==> src/hw/rtl/tab_set_record_decoder_defines.svh <==
// Assertion macros shared by the tab-set record decoder modules.
`ifndef TAB_SET_RECORD_DECODER_DEFINES_SVH
`define TAB_SET_RECORD_DECODER_DEFINES_SVH

`ifndef ASSERT_OFF

`define TSRD_ASSERT(lbl, cond, msg) \
  lbl: assert property (@(posedge clk) disable iff (rst) (cond)) else $error(msg);

`define TSRD_ASSERT_SAME(lbl, ante, cons, msg) \
  lbl: assert property (@(posedge clk) disable iff (rst) (ante) |-> (cons)) else $error(msg);

`define TSRD_ASSERT_NEXT(lbl, ante, cons, msg) \
  lbl: assert property (@(posedge clk) disable iff (rst) (ante) |=> (cons)) else $error(msg);

`else

`define TSRD_ASSERT(lbl, cond, msg)
`define TSRD_ASSERT_SAME(lbl, ante, cons, msg)
`define TSRD_ASSERT_NEXT(lbl, ante, cons, msg)

`endif

`endif

==> src/hw/rtl/tsrd_pkg.sv <==
// Types, constants and helpers shared by the tab-set record decoder.
`timescale 1ns / 1ps
`default_nettype none

package tsrd_pkg;

  localparam int MAX_REPEAT_DEFAULT = 64;
  localparam int QUEUE_DEPTH = 4;
  localparam int QUEUE_AW = 2;
  localparam int QUEUE_CW = 3;

  localparam logic [1:0] CMD_CLEAR  = 2'd0;
  localparam logic [1:0] CMD_PLAIN  = 2'd1;
  localparam logic [1:0] CMD_REPEAT = 2'd2;

  localparam logic signed [23:0] POS_MAX = 24'sh7FFFFF;
  localparam logic signed [23:0] POS_MIN = -24'sh800000;

  typedef struct packed {
    logic [7:0] data_byte;
    logic       start_record;
  } in_t;

  typedef struct packed {
    logic signed [23:0] stop_position;
    logic [2:0]         alignment;
    logic [1:0]         leader_kind;
    logic               old_leader_method;
    logic               relative_tabs;
    logic               last_of_run;
    logic               repeat_clamped;
  } out_t;

  typedef struct packed {
    logic [2:0] alignment;
    logic [1:0] leader_kind;
    logic       old_method;
  } attr_t;

  typedef struct packed {
    logic [1:0]  kind;
    logic [16:0] value;
    logic [6:0]  count;
    logic        clamped;
    logic        relative;
    attr_t       attr;
  } cmd_t;

  function automatic attr_t decode_type(input logic [7:0] b);
    attr_t a;
    a.alignment = (b[3:0] <= 4'd4) ? b[2:0] : 3'd0;
    if (!b[4]) begin
      a.leader_kind = 2'd0;
      a.old_method  = 1'b0;
    end else begin
      a.leader_kind = (b[6:5] == 2'd0) ? 2'd1 : b[6:5];
      a.old_method  = (b[6:5] == 2'd0);
    end
    return a;
  endfunction

endpackage

`default_nettype wire

==> src/hw/rtl/tsrd_front.sv <==
// Byte parser that walks the record layout and issues stop commands.
`timescale 1ns / 1ps
`default_nettype none

module tsrd_front #(
  parameter int MAX_REPEAT = tsrd_pkg::MAX_REPEAT_DEFAULT
) (
  input  wire logic          clk,
  input  wire logic          rst,
  input  wire logic          in_valid,
  output logic               in_ready,
  input  wire tsrd_pkg::in_t in_item,
  input  wire logic          q_full,
  output logic               push,
  output tsrd_pkg::cmd_t     push_cmd
);

  localparam logic [2:0] PH_IDLE   = 3'd0;
  localparam logic [2:0] PH_ADJ_LO = 3'd1;
  localparam logic [2:0] PH_ADJ_HI = 3'd2;
  localparam logic [2:0] PH_COUNT  = 3'd3;
  localparam logic [2:0] PH_TYPE   = 3'd4;
  localparam logic [2:0] PH_POS_LO = 3'd5;
  localparam logic [2:0] PH_POS_HI = 3'd6;

  localparam logic [6:0] RepeatLimit = 7'(MAX_REPEAT);

  logic [2:0]      phase;
  logic            is_relative;
  logic [15:0]     adjust_value;
  logic [7:0]      stops_remaining;
  logic [7:0]      stops_left;
  logic [6:0]      repeat_count;
  tsrd_pkg::attr_t attr;
  logic [7:0]      low_byte_hold;
  logic            accept;
  logic [15:0]     pos_word;
  logic [15:0]     adj_eff;

  assign in_ready   = !q_full;
  assign accept     = in_valid && in_ready;
  assign pos_word   = {in_item.data_byte, low_byte_hold};
  assign adj_eff    = is_relative ? adjust_value : 16'd0;
  assign stops_left = stops_remaining - 8'd1;

  always_comb begin
    push              = 1'b0;
    push_cmd.kind     = tsrd_pkg::CMD_CLEAR;
    push_cmd.value    = {1'b0, pos_word};
    push_cmd.count    = repeat_count;
    push_cmd.clamped  = 1'b0;
    push_cmd.relative = is_relative;
    push_cmd.attr     = attr;
    if (accept) begin
      if (in_item.start_record) begin
        push = 1'b1;
      end else if (phase == PH_POS_HI) begin
        if (repeat_count == 7'd0) begin
          push           = (pos_word != 16'hFFFF);
          push_cmd.kind  = tsrd_pkg::CMD_PLAIN;
          push_cmd.value = {1'b0, pos_word} - {1'b0, adj_eff};
        end else begin
          push          = 1'b1;
          push_cmd.kind = tsrd_pkg::CMD_REPEAT;
          if (repeat_count > RepeatLimit) begin
            push_cmd.count   = RepeatLimit;
            push_cmd.clamped = 1'b1;
          end
        end
      end
    end
  end

  always_ff @(posedge clk) begin
    if (rst) begin
      phase           <= PH_IDLE;
      is_relative     <= 1'b0;
      adjust_value    <= '0;
      stops_remaining <= '0;
      repeat_count    <= '0;
      attr            <= '0;
      low_byte_hold   <= '0;
    end else if (accept) begin
      if (in_item.start_record) begin
        is_relative     <= (in_item.data_byte != 8'd0);
        adjust_value    <= '0;
        stops_remaining <= '0;
        repeat_count    <= '0;
        attr            <= '0;
        phase           <= PH_ADJ_LO;
      end else begin
        case (phase)
          PH_ADJ_LO: begin
            low_byte_hold <= in_item.data_byte;
            phase         <= PH_ADJ_HI;
          end
          PH_ADJ_HI: begin
            adjust_value <= pos_word;
            phase        <= PH_COUNT;
          end
          PH_COUNT: begin
            stops_remaining <= in_item.data_byte;
            phase <= (in_item.data_byte == 8'd0) ? PH_IDLE : PH_TYPE;
          end
          PH_TYPE: begin
            if (in_item.data_byte[7]) begin
              repeat_count <= in_item.data_byte[6:0];
            end else begin
              attr <= tsrd_pkg::decode_type(in_item.data_byte);
            end
            phase <= PH_POS_LO;
          end
          PH_POS_LO: begin
            low_byte_hold <= in_item.data_byte;
            phase         <= PH_POS_HI;
          end
          PH_POS_HI: begin
            repeat_count    <= '0;
            stops_remaining <= stops_left;
            phase <= (stops_left == 8'd0) ? PH_IDLE : PH_TYPE;
          end
          default: begin
          end
        endcase
      end
    end
  end

endmodule

`default_nettype wire

==> src/hw/rtl/tsrd_queue.sv <==
// Small command queue between the parser and the stop emitter.
`timescale 1ns / 1ps
`default_nettype none

`include "tab_set_record_decoder_defines.svh"

module tsrd_queue (
  input  wire logic           clk,
  input  wire logic           rst,
  input  wire logic           push,
  input  wire tsrd_pkg::cmd_t push_cmd,
  output logic                full,
  output logic                q_valid,
  output tsrd_pkg::cmd_t      q_cmd,
  input  wire logic           pop
);

  tsrd_pkg::cmd_t                 mem [tsrd_pkg::QUEUE_DEPTH];
  logic [tsrd_pkg::QUEUE_AW-1:0]  wr_ptr;
  logic [tsrd_pkg::QUEUE_AW-1:0]  rd_ptr;
  logic [tsrd_pkg::QUEUE_CW-1:0]  count;

  assign full    = (count == tsrd_pkg::QUEUE_CW'(tsrd_pkg::QUEUE_DEPTH));
  assign q_valid = (count != '0);
  assign q_cmd   = mem[rd_ptr];

  always_ff @(posedge clk) begin
    if (push) begin
      mem[wr_ptr] <= push_cmd;
    end
  end

  always_ff @(posedge clk) begin
    if (rst) begin
      wr_ptr <= '0;
      rd_ptr <= '0;
      count  <= '0;
    end else begin
      if (push) begin
        wr_ptr <= wr_ptr + 1'b1;
      end
      if (pop) begin
        rd_ptr <= rd_ptr + 1'b1;
      end
      if (push && !pop) begin
        count <= count + 1'b1;
      end else if (pop && !push) begin
        count <= count - 1'b1;
      end
    end
  end

  `TSRD_ASSERT(a_count_bound, count <= tsrd_pkg::QUEUE_CW'(tsrd_pkg::QUEUE_DEPTH), "queue overrun")

endmodule

`default_nettype wire

==> src/hw/rtl/tsrd_back.sv <==
// Stop emitter that expands repeat runs and holds the output register.
`timescale 1ns / 1ps
`default_nettype none

`include "tab_set_record_decoder_defines.svh"

module tsrd_back (
  input  wire logic           clk,
  input  wire logic           rst,
  input  wire logic           q_valid,
  input  wire tsrd_pkg::cmd_t q_cmd,
  output logic                pop,
  output logic                out_valid,
  input  wire logic           out_ready,
  output tsrd_pkg::out_t      out_item
);

  logic signed [23:0] last_pos;
  logic [6:0]         rem;
  logic [15:0]        step;
  tsrd_pkg::attr_t    run_attr;
  logic               run_rel;
  logic               run_clamped;
  logic               busy;
  logic               slot_free;
  logic               emit;
  tsrd_pkg::out_t     stop;
  logic [24:0]        sum;
  logic [23:0]        sat;

  assign busy      = (rem != 7'd0);
  assign slot_free = !out_valid || out_ready;
  assign sum       = {last_pos[23], last_pos} + {9'd0, step};
  assign sat       = (sum[24] != sum[23]) ? (sum[24] ? tsrd_pkg::POS_MIN : tsrd_pkg::POS_MAX)
                                          : sum[23:0];

  always_comb begin
    pop                    = 1'b0;
    emit                   = 1'b0;
    stop.stop_position     = sat;
    stop.alignment         = run_attr.alignment;
    stop.leader_kind       = run_attr.leader_kind;
    stop.old_leader_method = run_attr.old_method;
    stop.relative_tabs     = run_rel;
    stop.last_of_run       = (rem == 7'd1);
    stop.repeat_clamped    = run_clamped;
    if (slot_free) begin
      if (busy) begin
        emit = 1'b1;
      end else if (q_valid) begin
        pop = 1'b1;
        if (q_cmd.kind == tsrd_pkg::CMD_PLAIN) begin
          emit                   = 1'b1;
          stop.stop_position     = {{7{q_cmd.value[16]}}, q_cmd.value};
          stop.alignment         = q_cmd.attr.alignment;
          stop.leader_kind       = q_cmd.attr.leader_kind;
          stop.old_leader_method = q_cmd.attr.old_method;
          stop.relative_tabs     = q_cmd.relative;
          stop.last_of_run       = 1'b1;
          stop.repeat_clamped    = 1'b0;
        end
      end
    end
  end

  always_ff @(posedge clk) begin
    if (emit) begin
      out_item <= stop;
    end
    if (pop && q_cmd.kind == tsrd_pkg::CMD_REPEAT) begin
      step        <= q_cmd.value[15:0];
      run_attr    <= q_cmd.attr;
      run_rel     <= q_cmd.relative;
      run_clamped <= q_cmd.clamped;
    end
  end

  always_ff @(posedge clk) begin
    if (rst) begin
      out_valid <= 1'b0;
      rem       <= '0;
      last_pos  <= '0;
    end else begin
      if (emit) begin
        out_valid <= 1'b1;
        last_pos  <= stop.stop_position;
      end else if (out_ready) begin
        out_valid <= 1'b0;
      end
      if (busy && emit) begin
        rem <= rem - 7'd1;
      end
      if (pop) begin
        case (q_cmd.kind)
          tsrd_pkg::CMD_CLEAR: begin
            last_pos <= '0;
          end
          tsrd_pkg::CMD_REPEAT: begin
            rem <= q_cmd.count;
          end
          default: begin
          end
        endcase
      end
    end
  end

  `TSRD_ASSERT_NEXT(a_clear_zeroes, pop && q_cmd.kind == tsrd_pkg::CMD_CLEAR, last_pos == '0, "clear did not zero position")
  `TSRD_ASSERT_NEXT(a_run_continues, emit && busy && !stop.last_of_run, rem != 7'd0, "repeat run ended early")
  `TSRD_ASSERT_SAME(a_no_pop_in_run, busy, !pop, "command taken during repeat run")

endmodule

`default_nettype wire

==> src/hw/rtl/tab_set_record_decoder.sv <==
// Top level of the tab-set record decoder: parser, command queue and stop emitter.
// The block takes one record byte per cycle as long as its four-entry command
// queue has room. A plain entry is emitted as a single stop when it is taken;
// a repeat entry with count n (at most MAX_REPEAT) is loaded first and then
// emits n stops, each when the output slot is free, and the parser stalls only
// once the queue fills behind it. A byte with start_record set restarts
// parsing at once. There is no clearing pass after reset.
`timescale 1ns / 1ps
`default_nettype none

module tab_set_record_decoder #(
  parameter int MAX_REPEAT = tsrd_pkg::MAX_REPEAT_DEFAULT
) (
  input  wire logic           clk,
  input  wire logic           rst,
  input  wire logic           in_valid,
  output logic                in_ready,
  input  wire tsrd_pkg::in_t  in_item,
  output logic                out_valid,
  input  wire logic           out_ready,
  output tsrd_pkg::out_t      out_item
);

  logic           q_full;
  logic           push;
  tsrd_pkg::cmd_t push_cmd;
  logic           q_valid;
  tsrd_pkg::cmd_t q_cmd;
  logic           pop;

  tsrd_front #(
    .MAX_REPEAT(MAX_REPEAT)
  ) u_front (
    .clk      (clk),
    .rst      (rst),
    .in_valid (in_valid),
    .in_ready (in_ready),
    .in_item  (in_item),
    .q_full   (q_full),
    .push     (push),
    .push_cmd (push_cmd)
  );

  tsrd_queue u_queue (
    .clk      (clk),
    .rst      (rst),
    .push     (push),
    .push_cmd (push_cmd),
    .full     (q_full),
    .q_valid  (q_valid),
    .q_cmd    (q_cmd),
    .pop      (pop)
  );

  tsrd_back u_back (
    .clk       (clk),
    .rst       (rst),
    .q_valid   (q_valid),
    .q_cmd     (q_cmd),
    .pop       (pop),
    .out_valid (out_valid),
    .out_ready (out_ready),
    .out_item  (out_item)
  );

endmodule

`default_nettype wire
==> config.mk <==
export PLATFORM = sky130hd
export DESIGN_NAME = tab_set_record_decoder
export DESIGN_NICKNAME = d
export VERILOG_FILES = /design/src/hw/rtl/tsrd_pkg.sv /design/src/hw/rtl/tsrd_front.sv /design/src/hw/rtl/tsrd_queue.sv /design/src/hw/rtl/tsrd_back.sv /design/src/hw/rtl/tab_set_record_decoder.sv
export VERILOG_INCLUDE_DIRS = /design/src /design/src/hw/rtl
export SDC_FILE = /design/constraint.sdc
export NUM_CORES = 1
export LEC_CHECK = 0
export BUFFER_PORTS_ARGS = -buffer_cell sky130_fd_sc_hd__buf_2
export CORE_ASPECT_RATIO = 0.5
export CORE_MARGIN = 2
export CORE_UTILIZATION = 65
export DETAILED_ROUTE_END_ITERATION = 6
export PLACE_DENSITY = 0.85
export SLEW_MARGIN = 10
export SYNTH_ARGS = -nofsm -noshare
export SYNTH_HDL_FRONTEND = slang
export SYNTH_SLANG_ARGS = --single-unit
==> constraint.sdc <==
create_clock -name clk -period 5.45 [get_ports clk]
set_input_delay 1.3625 -clock clk [delete_from_list [all_inputs] [get_ports clk]]
set_output_delay 1.3625 -clock clk [all_outputs]
set_load 0.05 [all_outputs]
==> Word-level counts from Yosys, hierarchy flattened <==
Memory sizes are Yosys's and may differ from the RTL's. A register that Yosys moved wholly into a read port is not among the register bits.
Cells that the tools add are included.
{ "totals": {"ff_bits": 145, "ram_bits": 136, "in_bits": 13, "out_inout_bits": 35, "word_cells": 143, "mem_count": 1} }
{ "memory_table": {"columns": ["name", "words", "width", "read_ports", "rd_clocked_by_memory_dff", "write_ports", "line", "text"], "rows": [
  ["u_queue.mem", 4, 34, 1, 1, 1, "tsrd_queue.sv:18", "tsrd_pkg::cmd_t mem [tsrd_pkg::QUEUE_DEPTH];"]
]} }
{ "op_classes": {"n_addsub": 8, "magnitude_cmp": 2, "n_eq_ne": 14, "muxes": 56, "bitwise_logic": 1, "n_reduce_logical": 33} }
{ "op_table": {"columns": ["operator", "n"], "rows": [
  ["2-to-1 mux 33 bit", 4],
  ["2-to-1 mux 24 bit", 5],
  ["2-to-1 mux 27 bit", 3],
  ["2-to-1 mux 16 bit", 3],
  ["2-to-1 mux 7 bit", 5],
  ["adder 24 x 17 -> 25 bit", 1],
  ["2-to-1 mux 8 bit", 3],
  ["2-to-1 mux 3 bit", 7],
  ["2-to-1 mux 6 bit", 3],
  ["case mux 3 bit (6 select lines)", 1],
  ["2-to-1 mux 17 bit", 1],
  ["subtractor 16 x 16 -> 17 bit", 1],
  ["logical NOT 8 bit", 2],
  ["inequality test 16 bit, second input constant", 1],
  ["case mux 8 bit (2 select lines)", 1],
  ["2-to-1 mux 1 bit", 15],
  ["case mux 7 bit (2 select lines)", 1],
  ["nonzero test 7 bit", 2],
  ["equality test 3 bit, second input constant", 4],
  ["AND reduction 3 bit", 3],
  ["nonzero test 3 bit", 3],
  ["2-to-1 mux 2 bit", 4],
  ["AND reduction 2 bit", 4],
  ["nonzero test 2 bit", 4],
  ["other kinds (23)", 33]
]} }

==> Longest topological paths before layout <==
Gate-level depths: netlist (run 1).
{ "logic_depth": {"word_depth": 10, "ltp_mapped": 12, "mapped_depth_nobuf": 11} }

==> Cells and area by module <==
From an unflattened synthesis (run 1), not the netlist that was laid out.
{ "unflattened": {"cells_unflattened": 1138, "area_unflattened_um2": 13626.8} }
{ "modules_own_cells": {"columns": ["mod", "n_inst", "cells_each", "area_each_um2", "seq_area_each_um2"], "rows": [
  ["tsrd_queue", 1, 222, 5385.2, 4264.1],
  ["tsrd_back", 1, 450, 4695.8, 2352.3],
  ["tsrd_front", 1, 466, 3545.9, 980.9]
]} }

==> Worst setup path after synthesis (run 1) <==
No wires, ideal clock.
{ "synth_path": {"path_type": "input-to-reg", "from": "in out_ready", "to": "reg u_back.last_pos[16]", "setup_ps": 124, "t_arrival_ps": 4009, "required_time_ps": 5326, "setup_slack_ps": 1317, "path_stages": 6, "path_buffers": 1, "path_cell_list": "nor2b_1 > a31oi_1 > nor2_1 > clkbuf_1 > a31oi_1 > o22ai_1"} }
{ "synth_via": {"elab_chain_len": 5, "elab_cells_between_ends": 7, "cone_classes": "mux: 6; reduce/logical: 1"} }
{ "synth_lines": {"columns": ["item", "line", "text"], "rows": [
  ["start: declaration", "tab_set_record_decoder.sv:20", "input wire logic out_ready,"],
  ["logical OR 1 bit (*)", "tsrd_back.sv:32", "assign slot_free = !out_valid || out_ready;"],
  ["2-to-1 mux 1 bit (*)", "tsrd_back.sv:47", "if (slot_free) begin"],
  ["via u_back.emit", "tsrd_back.sv:26", "logic emit;"],
  ["2-to-1 mux 24 bit (*)", "tsrd_back.sv:84", "if (emit) begin"],
  ["2-to-1 mux 24 bit", "tsrd_back.sv:94", "case (q_cmd.kind)"],
  ["2-to-1 mux 24 bit (*)", "tsrd_back.sv:93", "if (pop) begin"],
  ["end signal: assignment", "tsrd_back.sv:86", "last_pos <= stop.stop_position;"],
  ["end: declaration", "tsrd_back.sv:18", "logic signed [23:0] last_pos;"]
]} }
Mark *: on every way through the listed nets, which the timed path passes. The rest lies on a longest branch.
A chain may end at the register's enable or synchronous reset.

==> impl_metrics.json, run 1 <==
{
  "clock_sinks": 283,
  "synth_seq_cells": 283,
  "cts_setup_buffers": 0,
  "hold_path_depth": 2,
  "ys_seq_area_frac": 0.5842,
  "avgSynthCellArea_sq_um": 11.92,
  "drt-vias-per-instance": 6.472,
  "worstHoldPathType": "reg -> reg",
  "syn_area_sq_mm": 0.01300,
  "place_congestion": 0.9513,
  "grt_max_degree": 63,
  "post-place-cells": 1364,
  "dp_hpwl_um": 19770,
  "drive_gt1_frac": 0.1419,
  "rsz0062_at_grt": "no",
  "cp_max_fo": 21,
  "startpoint_type": "flop",
  "drtIter0Drc": 996,
  "path_class": "reg -> reg",
  "critPathBufInv": 0,
  "whs_endpoint": "u_back.last_pos[0]$_SDFF_PP0_",
  "whs_ps": 462.9,
  "grt_pass1_wl_um": 48330,
  "final_cell_mix": "edfxtp_1, nor2_1, nand2_1, dfxtp_1, a21oi_1",
  "final_antenna_net_count": 0,
  "syn_nets": 1148,
  "finalSetupViolCount": 0,
  "cp.arrival_ps": 4230,
  "ir_worst_vdd_mv": 0.2453,
  "initial_core_util": 0.6652,
  "cp_top_family": "compound AO/OA/AOI/OAI gates",
  "detail_route.wl_per_cell_um": 21.84,
  "worst_slack_ps": 1466,
  "grt_use_total": 0.2935,
  "post_synth_num_cell_types": 75,
  "cts_max_level": 1,
  "finalHoldViolCount": 0,
  "synthArstFlopShare": 0,
  "cts_tree": "done",
  "core-area_sq_mm": 0.01955,
  "crit_slowest_cell": "dfxtp_1",
  "slowest_delay_ps": 850,
  "rows": 36,
  "grt-ovfl-total": 0,
  "syn_inst": 1091,
  "clockBufferDepth": 3,
  "synth_edf_count": 193,
  "reg2reg_slack_ps": 1470,
  "path_clk_slew_ps": 70,
  "cts_made_buffers": 24,
  "drc": 0,
  "regToRegEndpoint": "u_queue.mem[1][31]$_DFFE_PP_",
  "fin_crit_sh": 0.7311,
  "layout.nets": 1181,
  "yosysWarnings": 0,
  "clock.fmax_mhz": 251.0,
  "cp-end-kind": "flop",
  "yosysTopAreaCellShare": 0.4457,
  "vias": 9113,
  "worstPathCellList": "and2_1, ha_1, fa_1, nor2b_1, o21a_1, o21ai_1, a21oi_1, a2111oi_0, o31ai_1, a21o_1, a211oi_1",
  "antenna_cells": 0,
  "fp.dieArea_sq_mm": 0.02122,
  "cts-root-buf": "clkbuf_16",
  "status": "complete, no violations",
  "num_io_pins": 48,
  "fin_worst_skew_ps": 24.21,
  "syn2layout_area_growth_pct": 11.03,
  "ys.flop_type": "edfxtp_1",
  "p_leak_nw": 5.088,
  "min_from": "u_back.last_pos[0]$_SDFF_PP0_",
  "reg2reg_from": "u_front.is_relative$_SDFFE_PP0P_",
  "drv_slew": 0,
  "dieWidth_um": 204.0,
  "final_common_cell": "edfxtp_1",
  "instances_no_fill": 1408,
  "clock_latency_ps": 530,
  "post-place-ws_ps": 1531,
  "routed_wl_um": 30760,
  "power_density_mw_per_mm2": 494.6,
  "layout_min_cycle_time_ps": 3984,
  "die_y_um": 104.0,
  "rr_worst_depth": 11,
  "cts_resized": 0,
  "grt_antenna_before_repair": 0,
  "max_slew.worst_pin.slew_ps": 1215,
  "port_buffers": 47,
  "relSlewSlack": 0.1876,
  "first_global_vias": 8946,
  "crit_required_ps": 5700,
  "yosys.area.top_type": "edfxtp_1",
  "synth.area.top_cells": "edfxtp_1, dfxtp_1, mux4_2",
  "maxCapViolCount": 0,
  "firstDrtPassIters": 6,
  "cts_hold_buf": 0,
  "tns_ps": 0
}
worst min-delay path, stage by stage, from the launching register on:
cell and delay [ps]:
dfxtp_1 330, nand2_1 50, o31ai_1 50
sequential cells by signal, summed over array words and instances (netlist names), 2 cells and up, named ones only:
name	count
u_queue.mem	136
u_back.out_item	33
u_back.last_pos	24
u_back.step	16
u_front.adjust_value	16
u_front.low_byte_hold	8
u_front.stops_remaining	8
u_back.rem	7
u_front.repeat_count	7
u_back.run_attr	6
u_front.push_cmd	6
u_front.phase	3
u_queue.count	3
u_queue.rd_ptr	2
u_queue.wr_ptr	2
stage by stage:
step | total power, W | utilization | instance area (sq um)
detailed placement | 0.005058 | 0.6895 | 13480
finish | 0.007141 | 0.7385 | 14440
global route | 0.007414 | 0.7385 | 14440
global placement | 0.004979 | 0.6895 | 13480
CTS | 0.007134 | 0.7385 | 14440
floorplan | 0.004537 | - | 13000
routing by layer:
layer  vias to the layer above  part of all wire  global-route usage
li1                       4108                 -                   -
met1                      4466              0.41              0.4035
met2                       478              0.48              0.4896
met3                        61             0.089             0.05232
met4                         0             0.022             0.07402
met5                         -                 0                   0
cell type report:
class | count | area (sq um)
Clock buffer | 33 | 675.6
Clock inverter | 11 | 282.8
Fill cell | 1208 | 5111
Inverter | 27 | 101.3
Multi-Input combinational cell | 726 | 5099
Sequential cell | 283 | 7599
Tap cell | 266 | 332.8
Timing Repair Buffer | 62 | 347.8
worst max path at each step:
stage | end | slack [ps] | startpoint | depth (start not counted)
finish | u_queue.mem[1][31]$_DFFE_PP_ | 1470 | u_front.is_relative$_SDFFE_PP0P_ | 11
global route | u_queue.mem[1][31]$_DFFE_PP_ | 1320 | u_front.is_relative$_SDFFE_PP0P_ | 11
detailed placement | u_queue.count[2]$_SDFFE_PP0P_ | 1530 | in_item[0] | 10
CTS | u_queue.mem[1][31]$_DFFE_PP_ | 1550 | u_front.is_relative$_SDFFE_PP0P_ | 11
global placement | u_queue.count[2]$_SDFFE_PP0P_ | 1560 | in_item[0] | 10
floorplan | u_back.last_pos[16]$_SDFF_PP0_ | 1320 | out_ready | 6
cells by family after synthesis:
logic type,Yosys count,share of synthesized area
muxes,52,0.07447
buffers and inverters,82,0.02694
xor gates and xnor gates,38,0.02559
AOI/OAI and AO/OA,232,0.1180
adders and majority gates,44,0.04407
and+or+nand+nor,360,0.1267
DFF,283,0.5842
report_power, final:
group	internal (W)	switching, W
Sequential	0.00268	0.000150
Combinational	0.000693	0.00155
Clock	0.00130	0.000765
Total	0.00467	0.00247
cells in the mapped netlist (21+ instances only):
cell type  number
inv_1          27
ha_1           41
xnor2_1        21
clkbuf_1       39
nor2_1        137
dfxtp_1        90
nor3_1         23
mux4_2         35
edfxtp_1      193
a21oi_1        66
nand2_1       100
o21ai_0        50
(Power assumes the default switching activity.)
==> run 2, diff against run 1 <==
--- a/config.mk
+++ b/config.mk
@@ -9,9 +9,9 @@
 export BUFFER_PORTS_ARGS = -buffer_cell sky130_fd_sc_hd__buf_2
 export CORE_ASPECT_RATIO = 0.5
 export CORE_MARGIN = 2
-export CORE_UTILIZATION = 65
+export CORE_UTILIZATION = 62
 export DETAILED_ROUTE_END_ITERATION = 6
-export PLACE_DENSITY = 0.85
+export PLACE_DENSITY = 0.82
 export SLEW_MARGIN = 10
 export SYNTH_ARGS = -nofsm -noshare
 export SYNTH_HDL_FRONTEND = slang
==> constraint.sdc (replaced) <==
create_clock -name clk -period 3.8 [get_ports clk]
set_input_delay 0.95 -clock clk [delete_from_list [all_inputs] [get_ports clk]]
set_output_delay 0.95 -clock clk [all_outputs]
set_load 0.05 [all_outputs]
==> impl_metrics.json, run 2 (synthesis results as in run 1) <==
{
  "status": "complete, no violations",
  "post-place-ws_ps": 365.3,
  "rr_worst_depth": 11,
  "layout.nets": 1198,
  "reg2reg_from": "u_front.is_relative$_SDFFE_PP0P_",
  "first_global_vias": 8748,
  "largest_reg_flops": 136,
  "grt_pass1_wl_um": 46830,
  "drtIter0Drc": 893,
  "vias": 8936,
  "reg2reg_slack_ps": 400,
  "cp_max_fo": 8,
  "final_antenna_net_count": 0,
  "top_layer_used": "met4",
  "firstDrtPassIters": 5,
  "cts_tree": "done",
  "cts-root-buf": "clkbuf_16",
  "tns_ps": 0,
  "layout_min_cycle_time_ps": 3404,
  "wl_met1_um": 12710,
  "power_switching_w": 0.003492,
  "ir_worst_vdd_mv": 0.3658,
  "top_register": "u_queue.mem",
  "p_comb_frac": 0.330,
  "grt_use_total": 0.2703,
  "hold_path_depth": 2,
  "wl_met2_um": 14530,
  "antenna_cells": 0,
  "max_slew.worst_pin.slew_ps": 944.1,
  "rsz0062_at_grt": "no",
  "relSlewSlack": 0.3648,
  "whs_endpoint": "u_back.last_pos[12]$_SDFF_PP0_",
  "initial_core_util": 0.6326,
  "maxCapViolCount": 0,
  "final_cell_mix": "edfxtp_1, nor2_1, nand2_1, dfxtp_1, a21oi_1",
  "finalSetupViolCount": 0,
  "postPlaceCellArea_sq_mm": 0.01362,
  "drc": 0,
  "regToRegEndpoint": "u_queue.mem[0][31]$_DFFE_PP_",
  "fin_crit_sh": 0.8958,
  "core-area_sq_mm": 0.02055,
  "cp.arrival_ps": 3680,
  "drt-vias-per-instance": 6.240,
  "final_common_cell": "edfxtp_1",
  "cts_resized": 0,
  "cts_setup_buffers": 0,
  "fp.dieArea_sq_mm": 0.02222,
  "clock.fmax_mhz": 293.8,
  "dp_hpwl_um": 19640,
  "reg_top3": "u_queue.mem x136, u_back.out_item x33, u_back.last_pos x24",
  "clockBufferDepth": 3,
  "grt-ovfl-total": 0,
  "detail_route.wl_per_cell_um": 20.80,
  "swShare": 0.3610,
  "power_density_mw_per_mm2": 672.5,
  "drv_slew": 0,
  "syn2layout_area_growth_pct": 10.62,
  "path_clk_slew_ps": 70,
  "die_y_um": 106.4,
  "grt_max_degree": 65,
  "clock_sinks": 283,
  "place_congestion": 0.9457,
  "drive_gt1_frac": 0.1527,
  "rows": 37,
  "dieWidth_um": 208.8,
  "wl_met3_um": 2093,
  "worst_slack_ps": 396.1,
  "startpoint_type": "flop",
  "path_class": "reg -> reg",
  "routed_wl_um": 29790,
  "num_io_pins": 48,
  "worstHoldPathType": "reg -> reg",
  "cts_max_level": 1,
  "clkPwrFrac": 0.249,
  "cts_made_buffers": 24,
  "min_from": "u_back.last_pos[12]$_SDFF_PP0_",
  "p_leak_nw": 5.094,
  "finalHoldViolCount": 0,
  "cp-end-kind": "flop",
  "clock_latency_ps": 530,
  "crit_required_ps": 4080,
  "seqPwrFrac": 0.421,
  "internal_power_w": 0.006181,
  "stdcell_area_sq_mm": 0.01439,
  "cts_hold_buf": 0,
  "fin_worst_skew_ps": 16.70,
  "port_buffers": 47,
  "grt_antenna_before_repair": 0
}
-- run 2: changes by cell type in the layout (fill, tap and decap cells not counted), sizes merged --
cell / before / now
clkbuf: 33 / 35
clkinvlp: 1 / 0
bufinv: 9 / 1
clkinv: 1 / 8
buf: 62 / 79
-- run 2: how the worst max path moves through the flow --
stage                                                 from                             end  slack, ps
after floorplan                                  out_ready  u_back.last_pos[16]$_SDFF_PP0_         80
after global placement                          in_item[4]   u_queue.count[2]$_SDFFE_PP0P_        420
after detailed placement                        in_item[0]   u_queue.count[2]$_SDFFE_PP0P_        370
after CTS                 u_front.is_relative$_SDFFE_PP0P_    u_queue.mem[0][31]$_DFFE_PP_        440
after global routing      u_front.is_relative$_SDFFE_PP0P_    u_queue.mem[0][31]$_DFFE_PP_         90
final                     u_front.is_relative$_SDFFE_PP0P_    u_queue.mem[0][31]$_DFFE_PP_        400
-- run 2: power groups by stage --
stage / Combinational [W] / Sequential [W] / Clock, W
2_1_floorplan: 0.00176 / 0.00474 / 0
6_report: 0.00319 / 0.00408 / 0.00241
3_5_place_dp: 0.00314 / 0.00414 / 0
3_3_place_gp: 0.00307 / 0.00411 / 0
5_1_grt: 0.00342 / 0.00412 / 0.00255
4_1_cts: 0.00317 / 0.00408 / 0.00243
-- run 2: per-stage QoR --
stage                     power (W)  hold slack [ps]    util  cells
final                      0.009674            459.6  0.6998   1432
after global routing        0.01008            491.7  0.6998   1432
after CTS                  0.009686            463.8  0.6998   1432
after detailed placement   0.007282            448.2  0.6626   1388
after global placement     0.007186            438.5  0.6626   1388
after floorplan            0.006506            429.2       -   1091
-- run 2: area by class of cell --
| type | count | area [sq um] |
|---|---|---|
| multi-input combinational | 726 | 5090 |
| inverter | 27 | 101.3 |
| fill | 1376 | 6170 |
| clock inverter | 9 | 83.83 |
| tap | 273 | 341.6 |
| clock buffer | 35 | 681.9 |
| timing repair buffer | 79 | 488.0 |
| sequential | 283 | 7599 |
-- run 2: layer usage --
layer | up-vias | track usage
met3 | 41 | 0.03870
met1 | 4369 | 0.3665
met4 | 0 | 0.06173
met5 | - | 0
met2 | 380 | 0.4686
li1 | 4146 | -
-- run 2: worst max-delay path: stages (launching register included) --
cell and delay [ps]:
dfxtp_1 490, and2_1 180, ha_1 200, fa_1 230, nor2b_1 60, o21a_1 180, o21ai_1 240, a21oi_1 120
a2111oi_0 590, o31ai_1 220, a21o_1 220, a211oi_1 420
==> run 3, diff against run 2 <==
--- a/config.mk
+++ b/config.mk
@@ -9,9 +9,9 @@
 export BUFFER_PORTS_ARGS = -buffer_cell sky130_fd_sc_hd__buf_2
 export CORE_ASPECT_RATIO = 0.5
 export CORE_MARGIN = 2
-export CORE_UTILIZATION = 62
+export CORE_UTILIZATION = 55
 export DETAILED_ROUTE_END_ITERATION = 6
-export PLACE_DENSITY = 0.82
+export PLACE_DENSITY = 0.74
 export SLEW_MARGIN = 10
 export SYNTH_ARGS = -nofsm -noshare
 export SYNTH_HDL_FRONTEND = slang
==> impl_metrics.json, run 3 (synthesis results as in run 1) <==
{
  "drc": 0,
  "drt-vias-per-instance": 5.961,
  "max_slew.worst_pin.slew_ps": 1156,
  "worstHoldPathType": "reg -> reg",
  "reg2reg_from": "u_front.is_relative$_SDFFE_PP0P_",
  "instances_no_fill": 1471,
  "cts_resized": 0,
  "drtIter0Drc": 843,
  "syn2layout_area_growth_pct": 11.29,
  "grt_pass1_wl_um": 45700,
  "cp-end-kind": "flop",
  "layout.nets": 1203,
  "path_clk_slew_ps": 70,
  "final_common_cell": "edfxtp_1",
  "power_switching_w": 0.003440,
  "postPlaceCellArea_sq_mm": 0.01368,
  "internal_power_w": 0.006243,
  "grt-ovfl-total": 0,
  "post-place-cells": 1426,
  "grt_use_total": 0.2337,
  "cts_hold_buf": 0,
  "final_util": 0.6283,
  "post-place-ws_ps": 386.0,
  "top_register": "u_queue.mem",
  "swShare": 0.3553,
  "firstDrtPassIters": 5,
  "cp_max_fo": 8,
  "final_cell_mix": "edfxtp_1, nor2_1, nand2_1, dfxtp_1, a21oi_1",
  "maxCapViolCount": 0,
  "status": "complete, no violations",
  "drive_gt1_frac": 0.1564,
  "vias": 8768,
  "grt_max_degree": 65,
  "min_from": "u_back.last_pos[13]$_SDFF_PP0_",
  "startpoint_type": "flop",
  "core-area_sq_mm": 0.02303,
  "cts_setup_buffers": 0,
  "clock_latency_ps": 540,
  "finalHoldViolCount": 0,
  "power_density_mw_per_mm2": 669.1,
  "cts_max_level": 1,
  "crit_required_ps": 4090,
  "fin_worst_skew_ps": 12.78,
  "clkPwrFrac": 0.256,
  "cts-root-buf": "clkbuf_16",
  "clock_sinks": 283,
  "grt_antenna_before_repair": 0,
  "detail_route.wl_per_cell_um": 19.52,
  "fp.dieArea_sq_mm": 0.02496,
  "cts_tree": "done",
  "reg_top3": "u_queue.mem x136, u_back.out_item x33, u_back.last_pos x24",
  "dieWidth_um": 221.5,
  "clockBufferDepth": 3,
  "seqPwrFrac": 0.418,
  "dp_hpwl_um": 19510,
  "largest_reg_flops": 136,
  "layout_min_cycle_time_ps": 3418,
  "finalSetupViolCount": 0,
  "clock.fmax_mhz": 292.5,
  "place_congestion": 0.8893,
  "antenna_cells": 0,
  "p_comb_frac": 0.326,
  "fin_crit_sh": 0.8996,
  "path_class": "reg -> reg",
  "initial_core_util": 0.5646,
  "relSlewSlack": 0.2214,
  "tns_ps": 0,
  "drv_slew": 0,
  "die_y_um": 112.7,
  "routed_wl_um": 28710,
  "stdcell_area_sq_mm": 0.01447,
  "num_io_pins": 48,
  "final_antenna_net_count": 0,
  "n_fill_cell": 1744,
  "rsz0062_at_grt": "no",
  "first_global_vias": 8531,
  "rows": 39,
  "startpoint": "u_front.is_relative$_SDFFE_PP0P_",
  "p_leak_nw": 5.122,
  "port_buffers": 47,
  "cp.arrival_ps": 3710,
  "ir_worst_vdd_mv": 0.4008,
  "worst_slack_ps": 381.6,
  "cts_made_buffers": 25
}
## run 3: changes by cell type in the layout (fill, tap and decap cells not counted), sizes merged
cell,before,now
buf,79,83
clkinv,8,6
clkinvlp,0,2
clkbuf,35,36
## run 3: stage by stage
| stage | total power, W | hold WS, ps |
|---|---|---|
| 2_1_floorplan | 0.006506 | 429.2 |
| 3_3_place_gp | 0.007187 | 439.1 |
| 3_5_place_dp | 0.007254 | 450.3 |
| 4_1_cts | 0.009739 | 465.6 |
| 5_1_grt | 0.01016 | 486.1 |
| 6_report | 0.009683 | 461.7 |
## run 3: final timing paths
path                                     to  depth (start not counted)  slack (ps)
max            u_queue.mem[3][31]$_DFFE_PP_                         11         380
min          u_back.last_pos[13]$_SDFF_PP0_                          2         460
max reg2reg    u_queue.mem[3][31]$_DFFE_PP_                         11         380
min reg2reg  u_back.last_pos[13]$_SDFF_PP0_                          2         460
## run 3: layer usage
| metal | track usage | up-vias | share of wire |
|---|---|---|---|
| met3 | 0.05349 | 47 | 0.068 |
| met2 | 0.3823 | 275 | 0.46 |
| met5 | 0 | - | 0 |
| li1 | - | 4146 | - |
| met1 | 0.3238 | 4300 | 0.45 |
| met4 | 0.05225 | 0 | 0.021 |
## run 3: final cells by class
cell class,count,area [sq um],area share
flip-flops and latches,283,7599,0.5251
multi-input cells,726,5090,0.3517
clock buffers,36,718.2,0.04963
repair buffers,83,505.5,0.03493
well taps,307,384.1,0.02654
inverters,27,101.3,0.007003
clock inverters,9,73.82,0.005101
## run 3: critical path, stage by stage, from the launching register on
cell       delay [ps]
dfxtp_1           460
and2_1            180
ha_1              190
fa_1              220
nor2b_1            60
o21a_1            180
o21ai_1           240
a21oi_1           120
a2111oi_0         670
o31ai_1           240
a21o_1            220
a211oi_1          400
## run 3: power groups by stage
| stage | registers (W) | clock network [W] | logic, W |
|---|---|---|---|
| after floorplan | 0.00474 | 0 | 0.00176 |
| after global placement | 0.00409 | 0 | 0.00310 |
| after detailed placement | 0.00411 | 0 | 0.00314 |
| after CTS | 0.00405 | 0.00252 | 0.00317 |
| after global routing | 0.00409 | 0.00265 | 0.00342 |
| final | 0.00405 | 0.00248 | 0.00316 |
